## src/design/wdom_pkg.sv

```systemverilog
// Shared types, constants and calendar tables for the weekday-of-month date finder.
package wdom_pkg;

    localparam int NumStages = 8;

    // request opcodes; the unused code behaves as OP_FIRST
    typedef enum logic [1:0] {
        OP_FIRST = 2'd0,
        OP_NTH   = 2'd1,
        OP_LAST  = 2'd2
    } t_opcode;

    typedef struct packed {
        logic [1:0] opcode;
        logic [3:0] month_index;
        logic [2:0] weekday_wanted;
        logic [2:0] occurrence;
        logic [4:0] hour_of_day;
    } t_item;

    typedef struct packed {
        logic [NumStages-1:0] load;
        logic [NumStages-1:0] vld;
    } t_pipe_ctl;

    // seconds -> days: (now >> 7) * RecipDay >> RecipDayShift equals now / 86400
    localparam logic [25:0] RecipDay      = 26'd50903317;
    localparam int          RecipDayShift = 35;
    // days / 1461 for values below 2**16
    localparam logic [16:0] RecipCycle    = 17'd91868;
    localparam int          RecipCycShift = 27;
    // x / 7 for values below 104857
    localparam logic [16:0] Recip7        = 17'd74899;
    localparam int          Recip7Shift   = 19;

    localparam logic [15:0] DaysToMar1968 = 16'd671;   // 1968-03-01 .. 1970-01-01
    localparam logic [15:0] Mar2100Days   = 16'd47541; // 2100-03-01 in days since 1970
    localparam logic [15:0] DaysPerCycle  = 16'd1461;
    localparam logic [7:0]  Yo2100        = 8'd132;    // 2100 - 1968
    localparam logic [32:0] SecsPerDay    = 33'd86400;
    localparam logic [32:0] SecsPerHour   = 33'd3600;

    // day of the March-based year on which a month starts; month 0 is January
    function automatic logic [8:0] month_start(input logic [3:0] mon);
        logic [8:0] d;
        case (mon)
            4'd0:    d = 9'd306;
            4'd1:    d = 9'd337;
            4'd2:    d = 9'd0;
            4'd3:    d = 9'd31;
            4'd4:    d = 9'd61;
            4'd5:    d = 9'd92;
            4'd6:    d = 9'd122;
            4'd7:    d = 9'd153;
            4'd8:    d = 9'd184;
            4'd9:    d = 9'd214;
            4'd10:   d = 9'd245;
            4'd11:   d = 9'd275;
            default: d = 9'd0;
        endcase
        return d;
    endfunction

    function automatic logic [4:0] month_days(input logic [3:0] mon, input logic leap);
        logic [4:0] n;
        case (mon)
            4'd1:                      n = leap ? 5'd29 : 5'd28;
            4'd3, 4'd5, 4'd8, 4'd10:   n = 5'd30;
            default:                   n = 5'd31;
        endcase
        return n;
    endfunction

    // (dim - 1) mod 7
    function automatic logic [2:0] last_day_mod7(input logic [4:0] dim);
        logic [2:0] r;
        case (dim)
            5'd28:   r = 3'd6;
            5'd29:   r = 3'd0;
            5'd30:   r = 3'd1;
            default: r = 3'd2;
        endcase
        return r;
    endfunction

endpackage

```

## src/design/wdom_pipe_ctl.sv

```systemverilog
// Valid/ready control for the datapath stages: valid bits and per-stage load enables.
module wdom_pipe_ctl (
    input  logic                 i_clk,
    input  logic                 i_rst_n,
    input  logic                 i_in_valid,
    input  logic                 i_out_ready,
    output logic                 o_in_ready,
    output wdom_pkg::t_pipe_ctl  o_ctl
);

    localparam int N = wdom_pkg::NumStages;

    logic [N:0]   ready;
    logic [N-1:0] prev_vld;
    logic [N-1:0] r_vld;
    logic [N-1:0] n_vld;

    // a stage may load when it is empty or the stage after it moves
    always_comb begin
        ready[N] = i_out_ready;
        for (int s = N - 1; s >= 0; s--) begin
            ready[s] = ~r_vld[s] | ready[s+1];
        end
    end

    assign prev_vld = {r_vld[N-2:0], i_in_valid};
    assign n_vld    = (prev_vld & ready[N-1:0]) | (r_vld & ~ready[N-1:0]);

    always_ff @(posedge i_clk) begin
        if (!i_rst_n) begin
            r_vld <= '0;
        end else begin
            r_vld <= n_vld;
        end
    end

    assign o_in_ready = ready[0];
    assign o_ctl.load = ready[N-1:0];
    assign o_ctl.vld  = r_vld;

endmodule

```

## src/design/weekday_of_month_date_finder.sv

```systemverilog
// Usage: finds the first, nth or last given weekday of a month and returns its time.
// Request channel: i_req_valid / o_req_ready with opcode, now_seconds, month_index,
//   weekday_wanted, occurrence and hour_of_day. Only the UTC year of now_seconds is used;
//   month_index 12..15 selects January..April of the following year.
// Response channel: o_rsp_valid / i_rsp_ready with transition_seconds and not_in_month.
//   A weekday code of 7, or an nth occurrence of 0 or past the month, returns
//   not_in_month = 1 and a time of zero.
// Throughput: one request per cycle while the receiver keeps i_rsp_ready high, set by
//   the eight-stage pipeline (the reciprocal multipliers for days, the 1461-day cycle
//   and mod 7 each own a stage).
// Reset: synchronous, active low; clears all stage valid bits, nothing else is kept.
// Stall: when the receiver holds i_rsp_ready low the response holds in the last stage;
//   earlier stages keep filling empty slots, so requests are taken until every stage
//   holds one, then o_req_ready drops. Nothing is lost or repeated.
module weekday_of_month_date_finder (
    input  logic        i_clk,
    input  logic        i_rst_n,
    input  logic        i_req_valid,
    output logic        o_req_ready,
    input  logic [1:0]  i_opcode,
    input  logic [31:0] i_now_seconds,
    input  logic [3:0]  i_month_index,
    input  logic [2:0]  i_weekday_wanted,
    input  logic [2:0]  i_occurrence,
    input  logic [4:0]  i_hour_of_day,
    output logic        o_rsp_valid,
    input  logic        i_rsp_ready,
    output logic [32:0] o_transition_seconds,
    output logic        o_not_in_month
);

    wdom_pkg::t_pipe_ctl w_ctl;

    wdom_pipe_ctl u_ctl (
        .i_clk       (i_clk),
        .i_rst_n     (i_rst_n),
        .i_in_valid  (i_req_valid),
        .i_out_ready (i_rsp_ready),
        .o_in_ready  (o_req_ready),
        .o_ctl       (w_ctl)
    );

    wdom_pkg::t_item r_item [0:6];
    wdom_pkg::t_item in_item;

    logic [50:0] r_s0_prod, n_s0_prod;
    logic [15:0] r_s1_d,    n_s1_d;
    logic [15:0] r_s2_d;
    logic [5:0]  r_s2_q,    n_s2_q;
    logic [7:0]  r_s3_yo,   n_s3_yo;
    logic [15:0] r_s4_first, n_s4_first;
    logic [4:0]  r_s4_dim,   n_s4_dim;
    logic [32:0] r_s5_prod,  n_s5_prod;
    logic [15:0] r_s5_x,     n_s5_x;
    logic [15:0] r_s5_first;
    logic [4:0]  r_s5_dim;
    logic [15:0] r_s6_day,   n_s6_day;
    logic        r_s6_miss,  n_s6_miss;
    logic [32:0] r_s7_t,     n_s7_t;
    logic        r_s7_miss;

    logic [15:0] w_wdf16;

    assign in_item = '{opcode:         i_opcode,
                       month_index:    i_month_index,
                       weekday_wanted: i_weekday_wanted,
                       occurrence:     i_occurrence,
                       hour_of_day:    i_hour_of_day};

    // stage 0: seconds to days by reciprocal
    assign n_s0_prod = 51'(i_now_seconds[31:7]) * 51'(wdom_pkg::RecipDay);

    // stage 1: days since 1968-03-01, one day added past 2100-02-28
    always_comb begin
        logic [15:0] days;
        days   = r_s0_prod[50:wdom_pkg::RecipDayShift];
        n_s1_d = days + wdom_pkg::DaysToMar1968 + 16'(days >= wdom_pkg::Mar2100Days);
    end

    // stage 2: four-year cycle index
    always_comb begin
        logic [32:0] prod;
        prod   = 33'(r_s1_d) * 33'(wdom_pkg::RecipCycle);
        n_s2_q = prod[32:wdom_pkg::RecipCycShift];
    end

    // stage 3: year offset from 1968
    always_comb begin
        logic [15:0] rem;
        logic [1:0]  yoe;
        logic [10:0] doy;
        rem = r_s2_d - 16'(r_s2_q) * wdom_pkg::DaysPerCycle;
        if (rem[10:0] >= 11'd1095) begin
            yoe = 2'd3;
        end else if (rem[10:0] >= 11'd730) begin
            yoe = 2'd2;
        end else if (rem[10:0] >= 11'd365) begin
            yoe = 2'd1;
        end else begin
            yoe = 2'd0;
        end
        doy     = rem[10:0] - 11'(yoe) * 11'd365;
        n_s3_yo = {r_s2_q, 2'b00} + 8'(yoe) + 8'(doy >= 11'd306);
    end

    // stage 4: first of the month in days since 1970, month length
    always_comb begin
        logic [7:0]  yo_w;
        logic [3:0]  mon_w;
        logic        leap;
        logic [7:0]  k;
        logic        corr;
        logic [16:0] first17;
        if (r_item[3].month_index >= 4'd12) begin
            yo_w  = r_s3_yo + 8'd1;
            mon_w = r_item[3].month_index - 4'd12;
        end else begin
            yo_w  = r_s3_yo;
            mon_w = r_item[3].month_index;
        end
        leap    = (yo_w[1:0] == 2'b00) && (yo_w != wdom_pkg::Yo2100);
        k       = yo_w - 8'(mon_w <= 4'd1);
        corr    = (k >= wdom_pkg::Yo2100);
        first17 = 17'(k) * 17'd365 + 17'(k[7:2]) + 17'(wdom_pkg::month_start(mon_w))
                  - 17'(corr) - 17'(wdom_pkg::DaysToMar1968);
        n_s4_first = first17[15:0];
        n_s4_dim   = wdom_pkg::month_days(mon_w, leap);
    end

    // stage 5: weekday of the 1st, reciprocal of 7
    assign n_s5_x    = r_s4_first + 16'd4;
    assign n_s5_prod = 33'(n_s5_x) * 33'(wdom_pkg::Recip7);

    // stage 6: pick the day within the month
    assign w_wdf16 = r_s5_x - 16'(r_s5_prod[32:wdom_pkg::Recip7Shift]) * 16'd7;

    always_comb begin
        logic [2:0] wdf;
        logic [2:0] wd;
        logic [3:0] lead4;
        logic [2:0] lead;
        logic [3:0] s4;
        logic [2:0] lw;
        logic [3:0] b4;
        logic [2:0] back;
        logic [5:0] off_nth;
        logic [5:0] offset;
        logic       miss;
        wdf     = w_wdf16[2:0];
        wd      = r_item[5].weekday_wanted;
        lead4   = 4'(wd) + 4'd7 - 4'(wdf);
        lead    = (lead4 >= 4'd7) ? 3'(lead4 - 4'd7) : lead4[2:0];
        s4      = 4'(wdf) + 4'(wdom_pkg::last_day_mod7(r_s5_dim));
        lw      = (s4 >= 4'd7) ? 3'(s4 - 4'd7) : s4[2:0];
        b4      = 4'(lw) + 4'd7 - 4'(wd);
        back    = (b4 >= 4'd7) ? 3'(b4 - 4'd7) : b4[2:0];
        off_nth = 6'(lead) + 6'(r_item[5].occurrence) * 6'd7 - 6'd7;
        miss    = 1'b0;
        case (wdom_pkg::t_opcode'(r_item[5].opcode))
            wdom_pkg::OP_LAST: begin
                offset = 6'(r_s5_dim) - 6'd1 - 6'(back);
            end
            wdom_pkg::OP_NTH: begin
                offset = off_nth;
                miss   = (r_item[5].occurrence == 3'd0) || (off_nth >= 6'(r_s5_dim));
            end
            default: begin
                offset = 6'(lead);
            end
        endcase
        if (wd > 3'd6) begin
            miss = 1'b1;
        end
        n_s6_miss = miss;
        n_s6_day  = r_s5_first + 16'(offset);
    end

    // stage 7: day and hour to seconds
    assign n_s7_t = r_s6_miss ? 33'd0
                  : 33'(r_s6_day) * wdom_pkg::SecsPerDay
                    + 33'(r_item[6].hour_of_day) * wdom_pkg::SecsPerHour;

    always_ff @(posedge i_clk) begin
        if (w_ctl.load[0]) begin
            r_item[0] <= in_item;
            r_s0_prod <= n_s0_prod;
        end
        for (int s = 1; s < 7; s++) begin
            if (w_ctl.load[s]) begin
                r_item[s] <= r_item[s-1];
            end
        end
        if (w_ctl.load[1]) begin
            r_s1_d <= n_s1_d;
        end
        if (w_ctl.load[2]) begin
            r_s2_d <= r_s1_d;
            r_s2_q <= n_s2_q;
        end
        if (w_ctl.load[3]) begin
            r_s3_yo <= n_s3_yo;
        end
        if (w_ctl.load[4]) begin
            r_s4_first <= n_s4_first;
            r_s4_dim   <= n_s4_dim;
        end
        if (w_ctl.load[5]) begin
            r_s5_prod  <= n_s5_prod;
            r_s5_x     <= n_s5_x;
            r_s5_first <= r_s4_first;
            r_s5_dim   <= r_s4_dim;
        end
        if (w_ctl.load[6]) begin
            r_s6_day  <= n_s6_day;
            r_s6_miss <= n_s6_miss;
        end
        if (w_ctl.load[7]) begin
            r_s7_t    <= n_s7_t;
            r_s7_miss <= r_s6_miss;
        end
    end

    assign o_rsp_valid          = w_ctl.vld[wdom_pkg::NumStages-1];
    assign o_transition_seconds = r_s7_t;
    assign o_not_in_month       = r_s7_miss;

    ap_miss_zero: assert property (@(posedge i_clk) disable iff (!i_rst_n)
        o_rsp_valid && o_not_in_month |-> o_transition_seconds == 33'd0)
        else $error("missing date carries a nonzero time");

    ap_req_enters: assert property (@(posedge i_clk) disable iff (!i_rst_n)
        i_req_valid && o_req_ready |=> w_ctl.vld[0])
        else $error("accepted request did not enter the first stage");

    ap_year_range: assert property (@(posedge i_clk) disable iff (!i_rst_n)
        w_ctl.vld[3] |-> r_s3_yo >= 8'd2 && r_s3_yo <= 8'd138)
        else $error("year out of the 32-bit seconds range");

    ap_weekday_mod: assert property (@(posedge i_clk) disable iff (!i_rst_n)
        w_ctl.vld[5] |-> w_wdf16 <= 16'd6)
        else $error("mod 7 reciprocal gave a remainder above six");

endmodule
```

## config.mk

```make
export PLATFORM = sky130hd
export DESIGN_NAME = weekday_of_month_date_finder
export DESIGN_NICKNAME = d
export VERILOG_FILES = /design/src/design/wdom_pkg.sv /design/src/design/wdom_pipe_ctl.sv /design/src/design/weekday_of_month_date_finder.sv
export SDC_FILE = /design/constraint.sdc
export NUM_CORES = 2
export LEC_CHECK = 0
export BUFFER_PORTS_ARGS = -buffer_cell sky130_fd_sc_hd__clkbuf_2
export CORE_UTILIZATION = 60
export CTS_BUF_LIST = sky130_fd_sc_hd__clkbuf_8 sky130_fd_sc_hd__clkbuf_16
export DETAILED_ROUTE_END_ITERATION = 12
export GPL_TIMING_DRIVEN = 1
export PLACE_DENSITY = 0.77
export SKIP_LAST_GASP = 1
export SYNTH_ARGS = -nofsm -noshare
export SYNTH_HDL_FRONTEND = slang
export SYNTH_SLANG_ARGS = --single-unit
```

## constraint.sdc

```tcl
create_clock -name i_clk -period 8 [get_ports i_clk]
set_input_delay 1.6 -clock i_clk [delete_from_list [all_inputs] [get_ports i_clk]]
set_output_delay 1.6 -clock i_clk [all_outputs]
set_load 0.02 [all_outputs]
```

**After elaboration in Yosys (flattened, before gate mapping)**

Memories as Yosys holds them, arrays and structs flattened.
Cells that the tools add are included.

- Bits of input ports: 53
- Bits in registers: 229
- Memory bits (writable): 119
- Output and inout port bits: 36
- ROM bits: 144
- Memories: 2

- Add/subtract/negate cells: 29
- $mul: 10
- Reductions and logical operators: 5
- Mux-type cells: 27
- Equality and inequality tests: 11
- Bitwise logic cells: 20
- $lt $le $gt $ge: 13

Memory list:

| name | words | width | rd ports | clocked after memory_dff | write ports | RTL line | RTL |
|---|---|---|---|---|---|---|---|
| (name not given) | 16 | 9 | 1 | 0 | 0 | wdom_pkg.sv:46 | `case (mon)` |
| r_item | 7 | 17 | 7 | 0 | 7 | weekday_of_month_date_finder.sv:43 | `wdom_pkg::t_item r_item [0:6];` |

Operators with widths:

| kind | number |
|---|---|
| 25-bit by 26-bit multiplier with 51-bit output (second input constant) | 1 |
| 33-bit by 17-bit adder with 33-bit output | 1 |
| 16-bit by 17-bit multiplier with 33-bit output (second input constant) | 1 |
| 16-bit by 6-bit adder with 16-bit output | 2 |
| 16-bit by 15-bit multiplier with 31-bit output (second input constant) | 1 |
| 16-bit by 10-bit multiplier with 26-bit output (second input constant) | 1 |
| 11-bit by 9-bit greater-or-equal comparator with 1-bit output (second input constant) | 2 |
| 11-bit subtractor | 2 |
| 1-bit two-way mux | 17 |
| 16-bit by 1-bit adder with 16-bit output | 1 |
| 16-bit by 10-bit adder with 16-bit output (second input constant) | 1 |
| 16-bit by 3-bit adder with 16-bit output (second input constant) | 1 |
| 16-bit by 9-bit adder with 16-bit output | 1 |
| 8-bit AND | 2 |
| 16-bit greater-or-equal comparator (second input constant) | 1 |
| 8-bit by 9-bit multiplier with 16-bit output (second input constant) | 1 |
| 16-bit by 1-bit subtractor with 16-bit output | 1 |
| 16-bit by 10-bit subtractor with 16-bit output (second input constant) | 1 |
| 5-bit equality test (second input constant) | 3 |
| 14-bit by 3-bit multiplier with 3-bit output (second input constant) | 1 |
| 5-bit by 8-bit multiplier with 13-bit output (second input constant) | 1 |
| 4-bit by 3-bit greater-or-equal comparator with 1-bit output (second input constant) | 3 |
| 6-bit one-hot mux with 2 select lines | 1 |
| 11-bit by 10-bit greater-or-equal comparator with 1-bit output (second input constant) | 1 |
| 45 further kinds | 67 |

**Depth between registers and ports, before layout**

- Depth after elaboration: 12
- Depth in mapped cells: 33

**Cells and area by module**

From an unflattened synthesis, not the netlist that was laid out.

- Cell total of the unflattened synthesis: 3212
- Area, all modules: 34748.3 µm²

Modules (own cells, without submodules):

| module | area an instance (µm²) | times used | cells each |
|---|---|---|---|
| weekday_of_month_date_finder | 34405.5 | 1 | 3174 |
| wdom_pipe_ctl | 342.8 | 1 | 38 |

**Worst setup path before layout**

OpenSTA, ideal clock, no wires.

- Path kind: input port to flip-flop
- From: input port i_now_seconds[26]
- To: register r_s0_prod[50], data pin
- Data required time: 7.734 ns
- Setup slack: 0.593 ns
- Data arrival time: 7.141 ns
- Cell stages on the path: 21
- Path through: fa_1 > ha_1 > inv_1 > fa_1 > inv_1 > fa_1 > inv_1 > fa_1 > inv_1 > fa_1 > fa_1 > ha_1 > a211oi_1 > o21ai_0 > a221oi_1 > o22ai_1 > o31ai_1 > nor4_1 > o21a_1 > o41ai_1 > xnor2_1

- Word-level cells in the longest chain between the ends: 1

Ends and longest elaborated chain:

| what | RTL line | RTL |
|---|---|---|
| start, declared | weekday_of_month_date_finder.sv:21 | `input logic [31:0] i_now_seconds,` |
| 25-bit by 26-bit multiplier with 51-bit output | weekday_of_month_date_finder.sv:71 | `assign n_s0_prod = 51'(i_now_seconds[31:7]) * 51'(wdom_pkg::RecipDay);` |
| net n_s0_prod[50] | weekday_of_month_date_finder.sv:46 | `logic [50:0] r_s0_prod, n_s0_prod;` |
| end signal, assigned | weekday_of_month_date_finder.sv:186 | `r_s0_prod <= n_s0_prod;` |
| end, declared | weekday_of_month_date_finder.sv:46 |  |

The timed path passes the listed nets, and every way through them passes these cells.
A chain may end at the register's enable or synchronous reset.

**Final worst setup path**

- From: register r_s2_q[1]
- To: register r_s3_yo[6], data pin

- Word-level cells in the longest chain between the ends: 10
- Elaborated cells on any way between the ends: 13
- Those cells by class: 4 x add/sub; 2 x mul; 4 x order compare; 3 x mux

Ends and longest elaborated chain:

| what | RTL line | RTL |
|---|---|---|
| start, declared | weekday_of_month_date_finder.sv:49 | `logic [5:0] r_s2_q, n_s2_q;` |
| start signal, assigned | weekday_of_month_date_finder.sv:198 | `r_s2_q <= n_s2_q;` |
| 6-bit by 11-bit multiplier with 11-bit output | weekday_of_month_date_finder.sv:92 | `rem = r_s2_d - 16'(r_s2_q) * wdom_pkg::DaysPerCycle;` |
| 11-bit subtractor | weekday_of_month_date_finder.sv:92 |  |
| 11-bit by 9-bit greater-or-equal comparator with 1-bit output | weekday_of_month_date_finder.sv:97 | `end else if (rem[10:0] >= 11'd365) begin` |
| 1-bit two-way mux | weekday_of_month_date_finder.sv:97 |  |
| 2-bit two-way mux | weekday_of_month_date_finder.sv:95 | `end else if (rem[10:0] >= 11'd730) begin` |
| 2-bit two-way mux | weekday_of_month_date_finder.sv:93 | `if (rem[10:0] >= 11'd1095) begin` |
| 2-bit by 9-bit multiplier with 11-bit output | weekday_of_month_date_finder.sv:102 | `doy = rem[10:0] - 11'(yoe) * 11'd365;` |
| 11-bit subtractor | weekday_of_month_date_finder.sv:102 |  |
| 11-bit by 9-bit greater-or-equal comparator with 1-bit output | weekday_of_month_date_finder.sv:103 | `n_s3_yo = {r_s2_q, 2'b00} + 8'(yoe) + 8'(doy >= 11'd306);` |
| 8-bit by 1-bit adder with 8-bit output (*) | weekday_of_month_date_finder.sv:103 |  |
| net n_s3_yo[6] | weekday_of_month_date_finder.sv:50 | `logic [7:0] r_s3_yo, n_s3_yo;` |
| end signal, assigned | weekday_of_month_date_finder.sv:201 | `r_s3_yo <= n_s3_yo;` |
| end, declared | weekday_of_month_date_finder.sv:50 |  |

The timed path passes the listed nets; every way through them passes the cells marked *.

==> run summary <==
Library cell used as clock root buffer: clkbuf_16
Required time reported for the critical path endpoint: 8.33 ns
Cell type with the highest aggregate area in the netlist: ha_1
Area of all placed cells without fillers: 0.03759 mm2
Library cell with the highest instance count after synthesis: inv_1
Maximum number of buffers from clock root to sink: 3
Hold path startpoint: r_item[2][3]$_DFFE_PP_
Final GP Congestion: 0.9235
Combined global-route utilization of all metal layers: 23.79%
Depth of the worst hold-timing path: 0
Signal arrival time at the worst endpoint: 8.02 ns
DR pass1 iterations: 5
Insertion delay of the later-clocked pin in the worst-skew pair: 0.60 ns
Nets: 4630
H-tree levels: 1
Worst min path class: register to register
Clk slew on worst S/H paths: 0.06 ns
Max transition margin: 30.34%
Number of global-route vias before repair: 23947
Width of the die: 243.3 um
Result of the run: completed
TritonCTS clock tree: yes
Worst clock skew: 0.06180 ns
Most area-consuming cells after synthesis: ha_1 (27%), fa_1 (24%), edfxtp_1 (21%)
Residual DRC count: 0
Max stage delay on crit path: 0.54 ns
Final total negative setup slack: 0 ns
Final critical-path required period: 7.689 ns
Fmax: 130.0 MHz
Number of hold violations in the final report: 0
Global-route congestion overflow total: 0
Register-to-Register Path Depth: 28
R2R Path End: r_s3_yo[6]$_DFFE_PP_
Largest net degree at the start of global routing: 36
Most used cell along the critical path: ha_1
Syn Inst Count: 3239
Startpoint of the most critical setup path: r_s2_q[1]$_DFFE_PP_
Core area: 0.05759 mm2
Largest fanout on the critical path: 5
Number of design-rule violations left by the first detailed-router iteration: 1080
Number of clock sinks: 251
Layout-stage area growth over the synthesis result: 7.576%
Die Area: 0.05921 mm2
Number of buffers created by CTS: 28
Syn avg cell area: 10.79 um2
Cell Area, Synth: 0.03494 mm2
Most frequent cells after synthesis: inv_1 (801), ha_1 (761), fa_1 (419)
Antenna fix cells: 0
DPL Wire Length: 58450 um
Worst slew pin tran: 1.042 ns
# Max-Cap Violations: 0
Port Buffer Count: 77
Final-layout worst hold slack: 0.3830 ns
Proportion of synthesized chip area in sequential cells: 21.34%
Fraction of final layout cells sized beyond drive strength 1: 6.844%
Top-level port count: 89
Final wirelength: 67820 um
Final period utilization: 96.12%
Worst Setup Start Kind: register
Total of flip-flops plus latches after synthesis: 251
Antenna Nets Post-Route: 0
Global-route wire length before repair: 114100 um
Initial antenna violation count: 0
Endpoint type of the worst setup path: register
Crit path max-delay cell type: or4_1
Yosys warns: 0
Overall die height: 243.3 um
R2R Setup Slk: 0.31 ns
Max-slew violations: 0
Routed via count divided by cell count: 5.378
Share of async-settable or async-resettable flops after synthesis: 0%
# rows: 88
Placed instance area: 0.03665 mm2
Reg-to-reg critical path startpoint: r_s2_q[1]$_DFFE_PP_
Number of enable-type register cells in the synthesized netlist: 243
Number of endpoints failing setup at the final stage: 0
Worst hold path endpoint: r_item[3][3]$_DFFE_PP_
Initial standard-cell utilization of the core: 60.68%
Area share of the largest cell type after synthesis: 27.25%
Commonest register cell after synthesis: edfxtp_1
Drt wl/cell: 16.21 um
Routed vias: 22501
Type of the setup path with the least slack: register to register
Synth unique cells: 88
[routing by layer]
layer  share of wire [%]  GRT usage, %  vias up
li1                    -             -    10999
met1                  44         30.34    10981
met2                  50         42.43      414
met3                 4.0         3.029      107
met4                 2.4         6.400        0
met5                   0             0        -
[sequential cells by signal, indices dropped and copies added (netlist names), 8 cells and up, named ones only]
signal	flops
r_s0_prod	16
r_s2_d	11
r_s6_day	16
r_s4_first	16
r_s5_first	14
o_transition_seconds	29
r_s1_d	16
r_item	99
r_s3_yo	8
[worst max-delay path: cells and delay by family, from the launching register on]
family	cells	cell delay [ns]
adder cells (fa/ha/maj)	9	3.49
AO/OA/AOI/OAI	9	1.55
AND/OR/NAND/NOR	5	1.41
XOR/XNOR	3	0.49
flip-flops	1	0.40
buffers and inverters	2	0.08
[how the worst max path moves through the flow]
stage                                    to  cells past startpoint
global route           r_s3_yo[6]$_DFFE_PP_                     28
floorplan           r_s0_prod[50]$_DFFE_PN_                     21
CTS                    r_s3_yo[6]$_DFFE_PP_                     29
finish                 r_s3_yo[6]$_DFFE_PP_                     28
global placement    r_s0_prod[50]$_DFFE_PN_                     23
detailed placement  r_s0_prod[50]$_DFFE_PN_                     25
[kinds of logic after synthesis]
logic type | after synthesis | share of synthesized area (%)
xor+xnor | 192 | 4.834
compound gates | 387 | 7.476
other cells | 1 | 0.01073
fa+ha+maj | 1180 | 51.25
flops | 251 | 21.34
mux | 10 | 0.3008
buf+inv | 821 | 9.005
simple gates | 397 | 5.783
[timing repair]
item / CTS / global route
buffers inserted: 0 / 2
setup endpoints to repair: 0 / 8
gates resized for setup: 0 / 9
hold buffers: 0 / 0
[cell type report]
class / count / area, um2
clock buffers: 28 / 700.7
clock inverters: 24 / 187.7
fillers: 4411 / 19990
inverters: 801 / 3007
multi-input cells: 2170 / 24390
flip-flops and latches: 251 / 7457
well taps: 765 / 957.2
repair buffers: 145 / 895.9
[cell usage in the layout, fill, tap and decap left out, types with 58 or more instances in the layout]
master / n
o21ai_0: 65
xor2_1: 58
ha_1: 761
fa_1: 419
inv_1: 807
xnor2_1: 132
clkbuf_2: 77
edfxtp_1: 243
buf_4: 68
a21oi_1: 98
nor2_1: 110
nand2_1: 84
[per-stage QoR]
stage | worst slack, ns | utilization, % | instances
final | 0.3105 | 65.28 | 4184
after global routing | -0.03856 | 65.28 | 4184
after CTS | 0.1265 | 65.19 | 4182
after detailed placement | -0.07197 | 63.65 | 4130
after global placement | 0.01650 | 63.65 | 4130
after floorplan | 0.5929 | - | 3242
Power is left out: the tool's default activity adds up to more than one toggle a clock period on the data nets, which glitch-free logic cannot reach.
